<file path="config.mk">
export PLATFORM = sky130hd
export DESIGN_NAME = utf8_stream_validator_core
export DESIGN_NICKNAME = d
export VERILOG_FILES = /design/src/rtl/uvs_pkg.sv /design/src/rtl/uvs_lane.sv /design/src/rtl/uvs_merge.sv /design/src/rtl/utf8_stream_validator_core.sv
export SDC_FILE = /design/constraint.sdc
export NUM_CORES = 1
export LEC_CHECK = 0
export ABC_AREA = 1
export BUFFER_PORTS_ARGS = -buffer_cell sky130_fd_sc_hd__buf_4
export CAP_MARGIN = 0
export CORE_MARGIN = 2
export CORE_UTILIZATION = 41
export CTS_CLUSTER_SIZE = 10
export DETAILED_ROUTE_END_ITERATION = 8
export PLACE_DENSITY = 0.64
export SYNTH_ARGS = -nofsm -noshare
export SYNTH_HDL_FRONTEND = slang
export SYNTH_SLANG_ARGS = --single-unit
export TNS_END_PERCENT = 20
</file>
<file path="constraint.sdc">
create_clock -name clk -period 1.9 [get_ports clk]
set_input_delay 0.285 -clock clk [delete_from_list [all_inputs] [get_ports clk]]
set_output_delay 0.285 -clock clk [all_outputs]
set_load 0.03 [all_outputs]
</file>
<file path="src/rtl/uvs_pkg.sv">
package uvs_pkg;

	// Nibble tables: entry n is bits 8n+7..8n
	localparam logic [127:0] TAB_PREV_HIGH = {64'h4915012180808080, 64'h0202020202020202};
	localparam logic [127:0] TAB_PREV_LOW  = {64'hcbcbdbcbcbcbcbcb, 64'hcbcbcb8b8383a3e7};
	localparam logic [127:0] TAB_CUR_HIGH  = {64'h01010101babaaee6, 64'h0101010101010101};

	localparam logic [7:0] LEAD2_MIN  = 8'hC0;
	localparam logic [7:0] LEAD3_MIN  = 8'hE0;
	localparam logic [7:0] LEAD4_MIN  = 8'hF0;
	localparam logic [7:0] MUST23_BIT = 8'h80;

	typedef struct packed {
		logic tail_err;
		logic eos;
	} uvs_flags_t;

	function automatic logic [7:0] nib_lookup(input logic [127:0] tab, input logic [3:0] nib);
		return tab[{nib, 3'b000} +: 8];
	endfunction

endpackage

</file>
<file path="src/rtl/uvs_lane.sv">
module uvs_lane
	import uvs_pkg::*;
(
	input  logic       en,
	input  logic [7:0] cur,
	input  logic [7:0] p1,
	input  logic [7:0] p2,
	input  logic [7:0] p3,
	output logic       err
);

	logic [7:0] sc;
	logic [7:0] must23;

	always_comb begin
		sc = nib_lookup(TAB_PREV_HIGH, p1[7:4]) &
		     nib_lookup(TAB_PREV_LOW, p1[3:0]) &
		     nib_lookup(TAB_CUR_HIGH, cur[7:4]);
		must23 = ((p2 >= LEAD3_MIN) || (p3 >= LEAD4_MIN)) ? MUST23_BIT : 8'h00;
		err = en && (sc != must23);
	end

endmodule

</file>
<file path="src/rtl/uvs_merge.sv">
module uvs_merge
	import uvs_pkg::*;
#(
	parameter int LANES = 8
) (
	input  logic             clk,
	input  logic             arst_n,
	input  logic             in_valid,
	output logic             in_ready,
	input  logic [LANES-1:0] lane_err,
	input  uvs_flags_t       flags,
	output logic             out_valid,
	input  logic             out_ready,
	output logic             error_seen,
	output logic             stream_done
);

	logic out_valid_q;
	logic err_acc_q;
	logic error_seen_q;
	logic stream_done_q;
	logic err;

	assign in_ready = !out_valid_q || out_ready;
	assign err = err_acc_q || (|lane_err) || (flags.tail_err && flags.eos);

	always_ff @(posedge clk or negedge arst_n) begin
		if (!arst_n) begin
			out_valid_q <= 1'b0;
			err_acc_q <= 1'b0;
		end else if (in_ready) begin
			out_valid_q <= in_valid;
			// drop the sticky error when the stream closes
			if (in_valid)
				err_acc_q <= flags.eos ? 1'b0 : err;
		end
	end

	always_ff @(posedge clk) begin
		if (in_valid && in_ready) begin
			error_seen_q <= err;
			stream_done_q <= flags.eos;
		end
	end

	assign out_valid = out_valid_q;
	assign error_seen = error_seen_q;
	assign stream_done = stream_done_q;

endmodule

</file>
<file path="src/rtl/utf8_stream_validator_core.sv">
// UTF-8 stream validator. Each transaction carries up to LANES stream bytes (byte zero first)
// and yields exactly one result: error_seen is the sticky verdict for the stream so far and
// stream_done echoes end_of_stream, after which all history clears for the next stream.
// The block takes one transaction per cycle back to back while output stalls do not hold it;
// the three-byte history register, updated by all lanes at once at each accepted transaction,
// sets that rate. Results pass the lane check stage, then the merge/output register, and stalls
// on the output side back-pressure the input only when both stages are full.
module utf8_stream_validator_core
	import uvs_pkg::*;
#(
	parameter int LANES = 8
) (
	input  logic        clk,
	input  logic        arst_n,
	input  logic        in_valid,
	output logic        in_ready,
	input  logic [63:0] data_bytes,
	input  logic [3:0]  byte_count,
	input  logic        end_of_stream,
	output logic        out_valid,
	input  logic        out_ready,
	output logic        error_seen,
	output logic        stream_done
);

	localparam int SEQ = LANES + 3;

	logic [7:0] hist_q [3];
	logic [7:0] seq [SEQ];
	logic [7:0] nh [3];
	logic [3:0] cnt;
	logic       tail_err;
	logic       in_accept;
	logic       s1_ready;

	logic [LANES-1:0] lane_err;
	logic [LANES-1:0] lane_err_s1;
	uvs_flags_t       flags_s1;
	logic             valid_s1;

	assign cnt = (byte_count > 4'(LANES)) ? 4'(LANES) : byte_count;

	always_comb begin
		seq[0] = hist_q[2];
		seq[1] = hist_q[1];
		seq[2] = hist_q[0];
		for (int i = 0; i < LANES; i++)
			seq[i+3] = data_bytes[8*i +: 8];
	end

	for (genvar g = 0; g < LANES; g++) begin : g_lane
		uvs_lane u_lane (
			.en  (4'(g) < cnt),
			.cur (seq[g+3]),
			.p1  (seq[g+2]),
			.p2  (seq[g+1]),
			.p3  (seq[g]),
			.err (lane_err[g])
		);
	end

	// advance the history by the number of bytes taken
	always_comb begin
		nh[0] = hist_q[0];
		nh[1] = hist_q[1];
		nh[2] = hist_q[2];
		for (int k = 0; k <= LANES; k++) begin
			if (cnt == 4'(k)) begin
				nh[0] = seq[k+2];
				nh[1] = seq[k+1];
				nh[2] = seq[k];
			end
		end
		tail_err = (nh[0] >= LEAD2_MIN) || (nh[1] >= LEAD3_MIN) || (nh[2] >= LEAD4_MIN);
	end

	assign in_ready = !valid_s1 || s1_ready;
	assign in_accept = in_valid && in_ready;

	always_ff @(posedge clk or negedge arst_n) begin
		if (!arst_n) begin
			hist_q[0] <= '0;
			hist_q[1] <= '0;
			hist_q[2] <= '0;
			valid_s1 <= 1'b0;
		end else begin
			if (in_accept) begin
				hist_q[0] <= end_of_stream ? 8'h00 : nh[0];
				hist_q[1] <= end_of_stream ? 8'h00 : nh[1];
				hist_q[2] <= end_of_stream ? 8'h00 : nh[2];
			end
			if (in_ready)
				valid_s1 <= in_valid;
		end
	end

	always_ff @(posedge clk) begin
		if (in_accept) begin
			lane_err_s1 <= lane_err;
			flags_s1.tail_err <= tail_err;
			flags_s1.eos <= end_of_stream;
		end
	end

	uvs_merge #(
		.LANES (LANES)
	) u_merge (
		.clk         (clk),
		.arst_n      (arst_n),
		.in_valid    (valid_s1),
		.in_ready    (s1_ready),
		.lane_err    (lane_err_s1),
		.flags       (flags_s1),
		.out_valid   (out_valid),
		.out_ready   (out_ready),
		.error_seen  (error_seen),
		.stream_done (stream_done)
	);

endmodule

</file>
==> results.md, run 1 <==
- Most common flop cell mapped by yosys: dfrtp_1
- Placed Cells: ~900
- Area leader, netlist: nand2_1
- Fraction of layout cells with a size suffix above 1: 0.223
- Total gr overflow: 0
- Vias in the first global route: 4867
- Crit path top cell by count: nand2_1
- Area delta synth->final: 34.4%
- Clock share of power: 0.194
- Combinational fraction of design power: 0.461
- Final Wtd Congestion: a little over 1
- Crit Path Class: primary input to flip-flop
- H-tree lvl count: 2
- Mapped Area: 0.00384 mm2
- Share of power burned in registers: 0.345
- Iter 0 DRT Violations: ~380
- Hold WC Path Type: primary input to flip-flop
- Pleak: between 2 and 3 nW
- Die height: 101 um
- Final wirelength: between 15000 and 20000 um
- Synth unique cells: between 40 and 50
- Most common cell after layout, fill and taps aside: nand2_1
- Detailed Routing Iterations Pass 1: 5
- TritonCTS Sinks: 31
- Chip width: just over 100 um
- Port bufs: 76
- Final non-filler cell total: approximately 930
- Post-Synthesis Cells: between 600 and 700
- Vias: 5163
- Total power: about 2.5 mW
- Synth top area share: 0.186
- Hpwl dp: roughly 12000 um
- CP required: approximately 2.1 ns
- Worst Path Max Fanout: 6
- Final net count: ~890
- Initial antenna violation count: 0
- Switching share of power: 0.392
- Root Buffer: clkbuf_8
- WP data arrival: 1.97 ns
- Final setup viols: 0
- DR vias/cell: about 5.5
- Seq cells post-synth: 31
- Antenna Cells: 0
- Max Transition Viols Final: 0
- Most frequent cells in the layout: 185 x nand2_1, 145 x buf_4, 108 x inv_1
- MaxCap Viol Count: 0
- Critical Path Sink Type: flip-flop
- Worst Max-Slew Pin Slew: around 0.54 ns
- Antenna Nets Post-Route: 0
- Status: finished clean
- GRT Resource Usage Total: 0.307
- Final Hold Viols: 0
- Reg clk slew, reported paths: ~0.06 ns
- First-pass GRT wire length: between 20000 and 25000 um
- Ys Warns: 0
- Tmin final: approximately 1.8 ns
- Average routed wire per standard cell: 16.2 um
- Power per cell area: approximately 480 mW/mm2
- Multi-input gate area: around 0.0025 mm2
- Mapped Avg Cell Area: around 5.6 um2
- Post-synth EDFFs: 12
- Top cells by area, synth: nand2_1 19%, dfrtp_1 12%, inv_1 11%
- Fillers: 940
- Starting Density: 0.420
- Core Area: about 0.0092 mm2
- Crit path cell chain: buf_4 -> nor2_4 -> nand3_2 -> buf_6 -> buf_2 -> nand2_1 -> o21ai_1 -> nor2_1 -> o21ai_1 -> o21ai_1 -> nand3_1 -> nand3_1 -> nand2_1 -> nand2_1 -> nand2_1
- Slew margin rel.: 0.638
- Fin Clk Skew: 0.00307 ns
- Reg area: between 800 and 900 um2
- Row count: 35
- Period utilization: 0.951
- Register area share after synthesis: 0.218
- CTS tree: built
- Max clock buf depth: 2
- Ports: 77
- Async set or reset register ratio after synthesis: 0.613
- Clk_lat worst skew: about 0.28 ns
- Fmax: between 500 and 600 MHz
- NetSw: 0.965 mW
- CP max stage delay: between 0.15 and 0.2 ns
- CP max-delay cell: o21ai_1
- Syn Nets: around 760
- Total clock buffers created by CTS: 5
- Total internal power: about 1.5 mW
- VDD IR-drop max: between 0.2 and 0.3 mV
- DIE AREA: just over 0.01 mm2
- Crit path launch type: primary input
- DRC Markers: 0
- Largest net degree at the start of global routing: 26
==> cell usage after synthesis, types with 4 or more instances <==
| cell type | instances |
|---|---|
| o22ai_1 | 9 |
| nand2_1 | 190 |
| nor3_1 | 11 |
| buf_2 | 13 |
| inv_1 | 109 |
| nand4_1 | 21 |
| o21ai_0 | 49 |
| nor4_1 | 9 |
| nand3_1 | 39 |
| a21oi_1 | 37 |
| a22oi_1 | 4 |
| inv_2 | 9 |
| dfrtp_1 | 19 |
| o211ai_1 | 7 |
| o21ai_1 | 33 |
| nor2_1 | 70 |
| edfxtp_1 | 12 |
| clkbuf_1 | 13 |
==> final timing paths <==
| path | slack, ns | cells after the start | endpoint | from |
|---|---|---|---|---|
| worst max-delay path | 0.09 | 15 | hist_q[12] | byte_count[3] |
| worst min-delay path | 0.20 | 1 | flags_s1[0] | end_of_stream |
| worst max register to register | 0.12 | 14 | flags_s1[1] | hist_q[22] |
| worst min register to register | 0.48 | 0 | u_merge.stream_done | flags_s1[0] |
| max in group asynchronous | 1.28 | 2 | hist_q[17] | arst_n |
| min in group asynchronous | 0.42 | 2 | u_merge.out_valid | arst_n |
==> power groups by stage <==
| stage | Sequential (mW) | Clock, mW | Combinational (mW) |
|---|---|---|---|
| final | 0.849 | 0.479 | 1.14 |
| after global routing | 0.857 | 0.520 | 1.25 |
| after CTS | 0.848 | 0.486 | 1.10 |
| after detailed placement | 0.860 | 0 | 1.09 |
| after global placement | 0.857 | 0 | 1.08 |
| after floorplan | 0.847 | 0 | 0.564 |
==> what timing repair did <==
item,CTS,global route
buffers inserted,0,8
hold buffers,1,0
setup endpoints to repair,0,8
resized for setup,0,17
endpoints found under the hold margin,19,0
==> critical path, delay by kind of cell <==
family,cells,cell delay (ns)
simple gates,9,0.90
compound gates,3,0.33
buf+inv,3,0.45
==> flip-flops by register name (all words and copies together), names as in the netlist <==
name                 cells
u_merge.err_acc_q        1
u_merge.error_seen       1
hist_q                  16
u_merge.out_valid        1
lane_err_s1              8
u_merge.stream_done      1
flags_s1                 2
valid_s1                 1
==> metrics by stage <==
stage | utilization | hold slack (ns) | setup TNS, ns | setup slack, ns | cell area, um2
after CTS | 0.550 | 0.193 | 0 | 0.00392 | 5030
after detailed placement | 0.540 | 0.174 | -1.40 | -0.283 | 4940
after global placement | 0.540 | 0.171 | -1.24 | -0.262 | 4940
after global routing | 0.564 | 0.187 | -0.0175 | -0.0175 | 5160
after floorplan | - | -0.0106 | 0 | 0.0320 | 3840
final | 0.564 | 0.200 | 0 | 0.0927 | 5160
==> cell type report <==
cell class / count / area share
Multi-Input combinational cell: 512 / 0.478
Timing Repair Buffer: 152 / 0.231
Sequential cell: 31 / 0.162
Inverter: 119 / 0.0870
Tap cell: 111 / 0.0269
Clock buffer: 7 / 0.0148
Clock inverter: 1 / 0.000969
==> cells by family (layout without fill, tap and decap cells) <==
group,count (synthesis),after routing,synth area share
AOI/OAI and AO/OA,160,160,0.235
buffers and inverters,148,279,0.150
DFF,31,31,0.218
muxes,1,1,0.00261
and+or+nand+nor,351,351,0.395
==> routing by layer <==
layer / up-vias / track usage / part of all wire
met3: 39 / 0.0264 / 0.075
li1: 2542 / - / -
met4: 0 / 0.0948 / 0.036
met1: 2321 / 0.428 / 0.43
met2: 261 / 0.503 / 0.46
met5: - / 0 / 0
No activity file was read; power rests on OpenSTA's default activity.
==> run 2, diff against run 1 <==
--- a/config.mk
+++ b/config.mk
@@ -13,6 +13,7 @@
 export CTS_CLUSTER_SIZE = 10
 export DETAILED_ROUTE_END_ITERATION = 8
 export PLACE_DENSITY = 0.64
+export REMOVE_ABC_BUFFERS = 1
 export SYNTH_ARGS = -nofsm -noshare
 export SYNTH_HDL_FRONTEND = slang
 export SYNTH_SLANG_ARGS = --single-unit
==> run 2 against run 1 <==
  * Final cell count grew 0.75%
  * Register-to-register slack lost 0.03 ns
  * Clock skew grew 0.0083 ns
  * Critical path depth grew 2
  * Cell area up 3.5%
  * Count of clock-buffer cells in the layout is 1 lower
  * Die area unchanged
  * Sequential share of layout area decreased by 0.55 points
  * Critical path type unchanged
  * Highest routed layer unchanged
==> results.md, run 2 (synthesis results as in run 1) <==
- Status: finished clean
- Antenna Nets Post-Route: 0 (unchanged)
- Iter 0 DRT Violations: 451 (+20%)
- DIE AREA: 0.0102 mm2 (unchanged)
- Chip width: 101 um (unchanged)
- Largest registers: hist_q x16, lane_err_s1 x8, flags_s1 x2
- H-tree lvl count: 2 (unchanged)
- Die height: 101 um (unchanged)
- Setup tns final: 0 ns (unchanged)
- TritonCTS Sinks: 31 (unchanged)
- Power per cell area: 503 mW/mm2 (+5.4%)
- Reg clk slew, reported paths: 0.06 ns (about the same)
- Ports: 77 (unchanged)
- Fmax: 544 MHz (-1.8%)
- Starting Density: 0.420 (unchanged)
- Total gr overflow: 0 (unchanged)
- Slew margin rel.: 0.646 (+0.00817)
- Tmin final: 1.84 ns (+0.0326 ns)
- Core Area: 0.00915 mm2 (unchanged)
- Max clock buf depth: 2 (unchanged)
- Vias: 5188 (+0.48%)
- Worst Path Max Fanout: 6 (unchanged)
- Pleak: 2.76 nW (+2.8%)
- Fin Clk Skew: 0.0113 ns (+0.00825 ns)
- MaxCap Viol Count: 0 (unchanged)
- Final Wtd Congestion: 0.985 (-2.7%)
- Largest net degree at the start of global routing: 26 (unchanged)
- CP delay by family, top: simple AND/OR/NAND/NOR gates
- VDD IR-drop max: 0.346 mV (+30%)
- Critical Path Sink Type: flip-flop
- Max reg flops: 16 (unchanged)
- Crit path top cell by count: nand2_1
- Worst Max-Slew Pin Slew: 0.526 ns (-0.0121 ns)
- Area delta synth->final: 39.0%
- WP data arrival: 1.87 ns (-0.10 ns)
- First-pass GRT wire length: 23600 um (-4.1%)
- Crit Path Class: primary input to flip-flop
- Final wirelength: 15500 um (+2.7%)
- Worst path bufs/invs: 4 (+1)
- Vias in the first global route: 4616 (-5.2%)
- Antenna Cells: 0 (unchanged)
- NetSw: 1.01 mW (+4.5%)
- CP required: 1.93 ns (-0.14 ns)
- Port bufs: 76 (unchanged)
- CTS tree: built
- Final Hold Viols: 0 (unchanged)
- DR vias/cell: 5.52 (-0.26%)
- Hpwl dp: 12400 um (-0.39%)
- Fraction of layout cells with a size suffix above 1: 0.245 (+0.0222)
- Initial antenna violation count: 0 (unchanged)
- CP max stage delay: 0.27 ns (+0.10 ns)
- Total internal power: 1.68 mW (+12%)
- Period utilization: 0.968 (+0.0172)
- Share of power burned in registers: 0.314 (-0.031)
- Clk_lat worst skew: 0.28 ns (about the same)
- Row count: 35 (unchanged)
- GRT Resource Usage Total: 0.297 (-0.0100)
- Switching share of power: 0.375 (-0.0165)
- Most common cell after layout, fill and taps aside: nand2_1
- Root Buffer: clkbuf_8
- Largest register by flop count: hist_q
- Final net count: 901 (+0.78%)
- Average routed wire per standard cell: 16.5 um (+1.9%)
- Final setup viols: 0 (unchanged)
- Most frequent cells in the layout: 179 x nand2_1, 146 x buf_4, 108 x inv_1
- Detailed Routing Iterations Pass 1: 6 (+1)
- DRC Markers: 0 (unchanged)
- Crit path cell chain: buf_4 -> buf_4 -> nor3_4 -> nand2_2 -> buf_6 -> o21ai_1 -> inv_1 -> nand2_1 -> nand2_1 -> nand2_1 -> nand2_1 -> nand2_1 -> nand2_1 -> nand2_2 -> nor2_1 -> nand2_1 -> nand3_2
- Clock share of power: 0.251 (+0.057)
- Max Transition Viols Final: 0 (unchanged)
- Hold WC Path Type: primary input to flip-flop
- Combinational fraction of design power: 0.435 (-0.026)
- Crit path launch type: primary input
- Total clock buffers created by CTS: 5 (unchanged)
- CP max-delay cell: nor3_4
- Final Core Density: 0.584 (+0.0197)
## run 2: changes by cell type in the layout (fill, tap and decap cells not counted), moves of 2 or more
cell,change
nand3_2,+2
o21ai_0,-2
buf_6,+3
buf_12,+2
inv_4,+2
inv_2,-2
clkbuf_1,-2
nand2_1,-6
nand3_1,-3
nand2_2,+6
o21ai_2,+2
## run 2: final cells by class
type | instances | area, um2
Timing Repair Buffer | 158 | 1270
Inverter | 119 | 454
Timing Repair inverter | 1 | 7.51
Sequential cell | 31 | 836
Fill cell | 929 | 3810
Tap cell | 111 | 139
Multi-Input combinational cell | 512 | 2520
Clock buffer | 6 | 82.6
Clock inverter | 2 | 35.0
## run 2: path summary, 6_finish.rpt
path	cells after the start	startpoint	slack, ns	end
setup / recovery	17	byte_count[1]	0.06	flags_s1[1]
max in group asynchronous	2	arst_n	1.28	hist_q[21]
hold / removal	1	end_of_stream	0.19	flags_s1[0]
setup reg to reg	14	hist_q[22]	0.09	flags_s1[1]
hold reg to reg	2	valid_s1	0.48	u_merge.out_valid
min in group asynchronous	2	arst_n	0.41	hist_q[16]
## run 2: stage by stage
stage                     hold WS, ns  cells  instance area (um2)  worst slack, ns  total power, mW
after floorplan               -0.0106    662                 3710           -0.346             1.38
after global placement          0.174    918                 4980           -0.287             1.94
after detailed placement        0.175    918                 4980           -0.256             1.94
after CTS                       0.183    927                 5110           0.0298             2.62
after global routing            0.185    940                 5340          -0.0708             2.85
final                           0.194    940                 5340           0.0601             2.69
## run 2: layer usage
layer  global-route usage  wire, um
met2                0.479      7360
met3               0.0250       966
met5                    0         0
met4               0.0938       381
met1                0.420      6830
## run 2: power by group through the flow
stage | clock network [mW] | registers [mW] | logic (mW)
after floorplan | 0 | 0.847 | 0.536
after global placement | 0 | 0.855 | 1.08
after detailed placement | 0 | 0.856 | 1.09
after CTS | 0.679 | 0.844 | 1.09
after global routing | 0.710 | 0.854 | 1.28
final | 0.674 | 0.844 | 1.17
## run 2: repair_timing
| item | 4_1_cts | 5_1_grt |
|---|---|---|
| hold endpoints to repair | 19 | 0 |
| setup buffers | 0 | 10 |
| resized for setup | 0 | 39 |
| hold buffers | 1 | 0 |
| setup endpoints to repair | 0 | 8 |
